$ cat src/qstpd_pkg.sv
`default_nettype none

package qstpd_pkg;

    localparam int CMD_W     = 17;   // signed speed command
    localparam int SPD_W     = 16;   // clamped magnitude, speed limit
    localparam int SQ_W      = 2 * SPD_W;
    localparam int DUTY_W    = 16;
    localparam int NUM_W     = SQ_W + DUTY_W;
    localparam int DIV_STEPS = DUTY_W;   // one quotient bit per stage

    localparam int ADDR_W    = 3;
    localparam int DATA_W    = 32;

    localparam logic [SPD_W-1:0] SPEED_LIMIT_RESET = 16'd1000;

    // register index, taken from paddr[2]; byte offset bits are ignored
    localparam logic REG_SPEED_LIMIT = 1'b0;

    typedef logic [SQ_W-1:0]   t_sq;
    typedef logic [NUM_W-1:0]  t_num;
    typedef logic [DUTY_W-1:0] t_duty;

endpackage

`default_nettype wire

$ cat src/quadratic_speed_to_pwm_duty.sv
// Throughput: one beat per cycle; the whole pipeline holds while the output stalls.
// Stages: magnitude/clamp, two 16x16 squares, numerator build, then a
// 16-stage restoring divider giving one quotient bit per stage.
// Reset (synchronous, active low) empties the pipeline and sets speed_limit to 1000.
`default_nettype none

module quadratic_speed_to_pwm_duty (
    input  wire                                 i_clk,
    input  wire                                 i_rst_n,

    input  wire                                 i_valid,
    output logic                                o_stall,
    input  wire signed [qstpd_pkg::CMD_W-1:0]   i_speed_command,

    output logic                                o_valid,
    input  wire                                 i_stall,
    output logic [qstpd_pkg::DUTY_W-1:0]        o_duty,

    input  wire                                 psel,
    input  wire                                 penable,
    input  wire                                 pwrite,
    input  wire  [qstpd_pkg::ADDR_W-1:0]        paddr,
    input  wire  [qstpd_pkg::DATA_W-1:0]        pwdata,
    output logic [qstpd_pkg::DATA_W-1:0]        prdata,
    output logic                                pready
);

    localparam int N = qstpd_pkg::DIV_STEPS;

    // ---------------- configuration ----------------
    logic [qstpd_pkg::SPD_W-1:0] r_limit;

    assign pready = 1'b1;

    always_ff @(posedge i_clk) begin
        if (!i_rst_n) begin
            r_limit <= qstpd_pkg::SPEED_LIMIT_RESET;
        end else if (psel && penable && pwrite && pready
                     && paddr[2] == qstpd_pkg::REG_SPEED_LIMIT) begin
            r_limit <= pwdata[qstpd_pkg::SPD_W-1:0];
        end
    end

    always_comb begin
        prdata = '0;
        if (paddr[2] == qstpd_pkg::REG_SPEED_LIMIT) begin
            prdata = {{(qstpd_pkg::DATA_W - qstpd_pkg::SPD_W){1'b0}}, r_limit};
        end
    end

    // ---------------- pipeline control ----------------
    logic w_adv;
    logic r_v1, r_v2;
    logic [N:0] r_vld;

    assign w_adv   = !(r_vld[N] && i_stall);
    assign o_stall = !w_adv;
    assign o_valid = r_vld[N];

    always_ff @(posedge i_clk) begin
        if (!i_rst_n) begin
            r_v1  <= 1'b0;
            r_v2  <= 1'b0;
            r_vld <= '0;
        end else if (w_adv) begin
            r_v1  <= i_valid;
            r_v2  <= r_v1;
            r_vld <= {r_vld[N-1:0], r_v2};
        end
    end

    // ---------------- stage 1: magnitude and clamp ----------------
    logic [qstpd_pkg::CMD_W-1:0] w_mag;
    logic [qstpd_pkg::SPD_W-1:0] n_mag1, n_lim1;
    logic [qstpd_pkg::SPD_W-1:0] r_mag1, r_lim1;

    always_comb begin
        w_mag = i_speed_command[qstpd_pkg::CMD_W-1]
              ? (~i_speed_command + {{(qstpd_pkg::CMD_W-1){1'b0}}, 1'b1})
              : i_speed_command;
        if (w_mag > {1'b0, r_limit}) begin
            n_mag1 = r_limit;
        end else begin
            n_mag1 = w_mag[qstpd_pkg::SPD_W-1:0];
        end
        // zero limit: magnitude is already clamped to zero, divide 0 by 1
        n_lim1 = (r_limit == '0) ? {{(qstpd_pkg::SPD_W-1){1'b0}}, 1'b1} : r_limit;
    end

    always_ff @(posedge i_clk) begin
        if (w_adv) begin
            r_mag1 <= n_mag1;
            r_lim1 <= n_lim1;
        end
    end

    // ---------------- stage 2: squares ----------------
    qstpd_pkg::t_sq r_msq2, r_den2;

    always_ff @(posedge i_clk) begin
        if (w_adv) begin
            r_msq2 <= {{qstpd_pkg::SPD_W{1'b0}}, r_mag1} * {{qstpd_pkg::SPD_W{1'b0}}, r_mag1};
            r_den2 <= {{qstpd_pkg::SPD_W{1'b0}}, r_lim1} * {{qstpd_pkg::SPD_W{1'b0}}, r_lim1};
        end
    end

    // ---------------- stage 3: numerator plus rounding ----------------
    // m^2 * 65535 = (m^2 << 16) - m^2, then add half the divisor
    qstpd_pkg::t_num n_num;
    qstpd_pkg::t_sq  r_rem [0:N];
    qstpd_pkg::t_duty r_nlo [0:N];
    qstpd_pkg::t_duty r_quo [0:N];
    qstpd_pkg::t_sq  r_den [0:N];

    always_comb begin
        n_num = {r_msq2, {qstpd_pkg::DUTY_W{1'b0}}}
              - {{qstpd_pkg::DUTY_W{1'b0}}, r_msq2}
              + {{(qstpd_pkg::DUTY_W + 1){1'b0}}, r_den2[qstpd_pkg::SQ_W-1:1]};
    end

    always_ff @(posedge i_clk) begin
        if (w_adv) begin
            r_rem[0] <= n_num[qstpd_pkg::NUM_W-1:qstpd_pkg::DUTY_W];
            r_nlo[0] <= n_num[qstpd_pkg::DUTY_W-1:0];
            r_quo[0] <= '0;
            r_den[0] <= r_den2;
        end
    end

    // ---------------- divider: one quotient bit per stage ----------------
    // quotient fits 16 bits, so the high numerator half is already below the divisor
    for (genvar k = 1; k <= N; k++) begin : g_div
        logic [qstpd_pkg::SQ_W:0] w_trial, w_diff;
        logic                     w_ge;
        qstpd_pkg::t_sq           n_rem;

        always_comb begin
            w_trial = {r_rem[k-1], r_nlo[k-1][qstpd_pkg::DUTY_W-1]};
            w_diff  = w_trial - {1'b0, r_den[k-1]};
            w_ge    = w_trial >= {1'b0, r_den[k-1]};
            n_rem   = w_ge ? w_diff[qstpd_pkg::SQ_W-1:0] : w_trial[qstpd_pkg::SQ_W-1:0];
        end

        always_ff @(posedge i_clk) begin
            if (w_adv) begin
                r_rem[k] <= n_rem;
                r_nlo[k] <= {r_nlo[k-1][qstpd_pkg::DUTY_W-2:0], 1'b0};
                r_quo[k] <= {r_quo[k-1][qstpd_pkg::DUTY_W-2:0], w_ge};
                r_den[k] <= r_den[k-1];
            end
        end
    end

    assign o_duty = r_quo[N];

    // ---------------- assertions ----------------
    a_stall_only_when_full: assert property (@(posedge i_clk) disable iff (!i_rst_n)
        o_stall |-> (o_valid && i_stall))
        else $error("input stalled while output stage can move");

    a_hold_on_stall: assert property (@(posedge i_clk) disable iff (!i_rst_n)
        (o_valid && i_stall) |=> (o_valid && $stable(o_duty)))
        else $error("stalled duty beat changed or vanished");

    a_rem_below_div: assert property (@(posedge i_clk) disable iff (!i_rst_n)
        r_vld[N/2] |-> (r_rem[N/2] < r_den[N/2]))
        else $error("divider remainder not below divisor");

    a_den_nonzero: assert property (@(posedge i_clk) disable iff (!i_rst_n)
        r_vld[0] |-> (r_den[0] != '0))
        else $error("zero divisor entered divider");

    a_enter: assert property (@(posedge i_clk) disable iff (!i_rst_n)
        (i_valid && !o_stall) |=> r_v1)
        else $error("accepted command lost at first stage");

endmodule

`default_nettype wire

$ cat config.mk
export PLATFORM = sky130hd
export DESIGN_NAME = quadratic_speed_to_pwm_duty
export DESIGN_NICKNAME = d
export VERILOG_FILES = /design/src/qstpd_pkg.sv /design/src/quadratic_speed_to_pwm_duty.sv
export SDC_FILE = /design/constraint.sdc
export NUM_CORES = 2
export LEC_CHECK = 0
export ABC_AREA = 1
export BUFFER_PORTS_ARGS = -buffer_cell sky130_fd_sc_hd__buf_2
export CAP_MARGIN = 40
export CORE_ASPECT_RATIO = 1.5
export CORE_UTILIZATION = 60
export CTS_BUF_LIST = sky130_fd_sc_hd__clkbuf_16
export DETAILED_ROUTE_END_ITERATION = 10
export GPL_ROUTABILITY_DRIVEN = 0
export GPL_TIMING_DRIVEN = 1
export PLACE_DENSITY = 0.87
export SLEW_MARGIN = 10
export SYNTH_ARGS = -nofsm -noshare
export SYNTH_HDL_FRONTEND = slang
export SYNTH_SLANG_ARGS = --single-unit
$ cat constraint.sdc
create_clock -name i_clk -period 83.4 [get_ports i_clk]
set_input_delay 25.02 -clock i_clk [delete_from_list [all_inputs] [get_ports i_clk]]
set_output_delay 25.02 -clock i_clk [all_outputs]
set_load 0.02 [all_outputs]
Word-level counts from Yosys, hierarchy flattened:

Memory sizes are Yosys's and may differ from the RTL's.
Cells that the tools add are included.

* bitwise logic cells: 2
* multipliers: 2
* $add $sub $neg: 19
* $lt $le $gt $ge: 17
* reduce and logical (&&, ||, !) cells: 5
* multiplexer cells: 20

Operator list (number)
* greater-or-equal comparator 33 x 32 -> 1 bit: 16
* 2-to-1 mux 32 bit: 16
* subtractor 32 bit: 16
* multiplier 16 x 16 -> 32 bit: 2
* adder 48 x 31 -> 48 bit: 1
* subtractor 48 x 32 -> 48 bit: 1
* 2-to-1 mux 16 bit: 2
* adder 17 x 1 -> 17 bit (second input constant): 1
* greater-than comparator 17 x 16 -> 1 bit: 1
* 2-to-1 mux 17 bit: 1
* inverter 17 bit: 1
* logical NOT 16 bit: 1
* logical AND 1 bit: 4
* 2-to-1 mux 1 bit: 1
* inverter 1 bit: 1

* word-level logic and storage cells: 77
* output and inout bits: 51
* register bits after elaboration: 131
* memories kept: 4
* RAM bits: 1632

Memory list
* r_den: depth 17, bits a word 32, rd ports 16, clocked after memory_dff 0, wr ports 17, RTL line quadratic_speed_to_pwm_duty.sv:113 `qstpd_pkg::t_sq r_den [0:N];`
* r_rem: depth 17, bits a word 32, rd ports 16, clocked after memory_dff 0, wr ports 17, RTL line quadratic_speed_to_pwm_duty.sv:110 `qstpd_pkg::t_sq r_rem [0:N];`
* r_nlo: depth 17, bits a word 16, rd ports 16, clocked after memory_dff 0, wr ports 17, RTL line quadratic_speed_to_pwm_duty.sv:111 `qstpd_pkg::t_duty r_nlo [0:N];`
* r_quo: depth 17, bits a word 16, rd ports 17, clocked after memory_dff 0, wr ports 17, RTL line quadratic_speed_to_pwm_duty.sv:112 `qstpd_pkg::t_duty r_quo [0:N];`

Depth between registers and ports, before layout:

* word-level depth: 5
* gate-level depth with buffers: 28

Worst setup path before layout:

OpenSTA, ideal clock, no wires.

* path kind: input to register
* start point: input port i_stall
* end point: register r_vld[16]
* arrival time: 64.001 ns
* setup slack: 17.495 ns
* required time: 81.496 ns
* cell stages on the path: 4
* setup time: 1.904 ns
* cell sequence: nand2_1 > clkbuf_1 > clkbuf_1 > a21boi_0

* cells in the longest elaborated chain, start to end: 1

Ends and longest elaborated chain
* start: declaration: RTL line quadratic_speed_to_pwm_duty.sv:16 `input wire i_stall,`
* logical AND 1 bit: RTL line quadratic_speed_to_pwm_duty.sv:56 `assign w_adv = !(r_vld[N] && i_stall);`
* end signal: assignment: RTL line quadratic_speed_to_pwm_duty.sv:68 `r_vld <= {r_vld[N-1:0], r_v2};`
* end: declaration: RTL line quadratic_speed_to_pwm_duty.sv:54 `logic [N:0] r_vld;`

No other way between the ends.
A chain may end at the register's enable or synchronous reset.

Worst setup path after layout:

* start point: input port i_stall
* end point: output port o_stall

* cells in the longest elaborated chain, start to end: 1

Ends and longest elaborated chain
* logical AND 1 bit: RTL line quadratic_speed_to_pwm_duty.sv:56
* end: declaration: RTL line quadratic_speed_to_pwm_duty.sv:12 `output logic o_stall,`

No other way between the ends.

==> impl_metrics.toml <==
[sta]
fin_setup_tns_ns = 0
finalSetupViolCount = 0
holdWs_ns = 0.348
relSlewSlack = 0.301
fmax_mhz = 19.5
rsz0062_at_grt = "no"
clock_skew_ns = 0.141
hold_viol = 0
finalCritPeriodShare = 0.615
slew_viol_final = 0
tightestPinTransition_ns = 1.04
min_period_ns = 51.26

[clock_tree]
clock_sinks = 1409
cts-resized-gates = 0
h-tree-depth = 4
clock_latency_ns = 0.88
hold_buffers = 0
cts_tree = "done"
clk_pin_slew_ns = 0.06
clk_path_buf_depth = 4
post_cts_buffers = 0
cts_buffers = 146
clock-root-buffer = "clkbuf_16"

[setup_path]
path_max_fanout = 49
critPathKind = "primary input to output pin"
arrival_ns = 26.24
cp-end-kind = "output pin"
critPathLaunchType = "primary input"
crit_required_ns = 58.38

[detailed_routing]
vias = 96700
drc = 0
ant_nets = 0
viasPerCell = 5.67
drt_first_pass_iters = 9
avgRoutedWirePerCell_um = 19.8
drt_iter0_markers = 9644
detail_route.wirelength_um = 338000

[synth]
yosys_most_used_dff = "edfxtp_1"
synth_edf_count = 1374
syn_avg_cell_area_um2 = 7.62
syn_area_um2 = 110000
ys_warn_count = 0
yosys_register_bits = 1409
synth_cells = 14500
async_flop_share = 0
yosysUniqueCellTypes = 46
seq_area_frac_synth = 0.380

[global_routing]
antenna_found_initial = 34
grt_overflow = 0
first_global_vias = 96300
grt_use_total = 0.366
grt_start_max_net_pins = 198
grt_pass1_wl_um = 519000

[final_layout]
final_cell_count_no_fill = 17100
area_growth_pct = 6.82
fillers = 14700
drive_gt1_frac = 0.0417
final_nets = 15700
finish.utilization = 0.646

[floorplanning]
core_area_um2 = 183000
die_w_um = 352
initial_core_util = 0.604
num_io_pins = 110
die_h_um = 527
die_area_um2 = 186000
fp-row-count = 192

[placement]
hpwlAfterDp_um = 256000
dp_cells = 16800
portBuffers = 74

[flow_run]
maxCapViolCount = 0

[worst_hold_path]
worstHoldPathType = "flop to flop"

[outcome]
outcome = "completed"
-- through the flow --
stage | area, um^2 | setup slack (ns)
after floorplan | 110000 | 17.50
after global placement | 113000 | 32.14
after detailed placement | 113000 | 32.14
after CTS | 118000 | 32.13
after global routing | 118000 | 32.02
final | 118000 | 32.14
-- per-layer routing --
metal | up-vias | track usage | routed length, um
li1 | 45000 | - | -
met1 | 43400 | 0.320 | 98000
met2 | 5671 | 0.632 | 163000
met3 | 2602 | 0.102 | 28800
met4 | 26 | 0.414 | 47700
met5 | - | 0.00571 | 159
-- logic make-up (layout without fill, tap and decap cells) --
kind of cell | count (synthesis) | in the layout | synth area share
fa+ha+maj | 1151 | 1151 | 0.154
mux | 2 | 2 | 0.000204
xor+xnor | 312 | 312 | 0.0248
simple gates | 7537 | 7537 | 0.288
other cells | 2 | 41 | 0.0000681
flops | 1409 | 1409 | 0.380
buf+inv | 3419 | 3545 | 0.122
compound gates | 643 | 643 | 0.0308
-- state kept, by name, indices dropped and copies added, names as in the netlist --
name     cells
r_rem      512
r_den      496
r_nlo      136
r_quo      136
r_den2      31
r_msq2      31
r_vld       17
r_lim1      16
r_limit     16
r_mag1      16
r_v1         1
r_v2         1
-- critical path: stages --
cell and delay (ns):
buf_2 0.11, nand2_4 0.41, inv_1 0.42, buf_2 0.28
-- synthesized netlist by cell type (35+ instances only) --
library cell	number	area, um^2
and2_1	62	388
o21ai_0	128	641
clkbuf_1	90	338
nand4_1	65	407
ha_1	808	10100
nand2_1	5058	19000
buf_2	88	440
nor3_1	142	711
nor2_1	805	3020
nand3b_1	158	1190
dfxtp_1	35	701
nor2_2	48	300
inv_1	3137	11800
nand3_2	89	891
edfxtp_1	1374	41300
xor2_1	280	2450
fa_1	343	6870
nand3_1	1015	5080
a21oi_1	444	2220
buf_4	39	293
buf_6	37	417
o21bai_1	37	278
-- layout by cell type (no fill, tap or decap), drive strengths merged, types with 65 or more instances in the layout --
cell type,netlist,layout
a21oi,446,446
xor2,280,280
inv,3159,3187
nand4,65,65
ha,808,808
edfxtp,1374,1374
nand3,1104,1104
buf,170,134
o21ai,128,128
nor3,154,154
nand2,5108,5108
nor2,860,860
clkbuf,90,149
fa,343,343
nand3b,159,159
-- area by class of cell --
cell class                 instances  area [um^2]  area share
clock inverter                   103         1170     0.00994
timing repair buffer             135         1030     0.00878
sequential                      1409        42000       0.356
clock buffer                     148         3700      0.0314
multi-input combinational       9662        55000       0.467
inverter                        3159        11900       0.101
antenna                           24         60.1    0.000510
tap                             2425         3030      0.0257
-- final timing paths --
path         slack (ns)  cells past startpoint                      end                    start
max reg2reg       76.61                     17     r_msq2[18]$_DFFE_PN_      r_mag1[0]$_DFFE_PN_
min reg2reg        0.35                      0  r_nlo[0][170]$_DFFE_PN_  r_nlo[0][153]$_DFFE_PN_
max               32.14                      4                  o_stall                  i_stall
min                0.35                      0  r_nlo[0][170]$_DFFE_PN_  r_nlo[0][153]$_DFFE_PN_
Power is left out: the tool's default activity adds up to more than one toggle a clock period on the data nets, which glitch-free logic cannot reach.
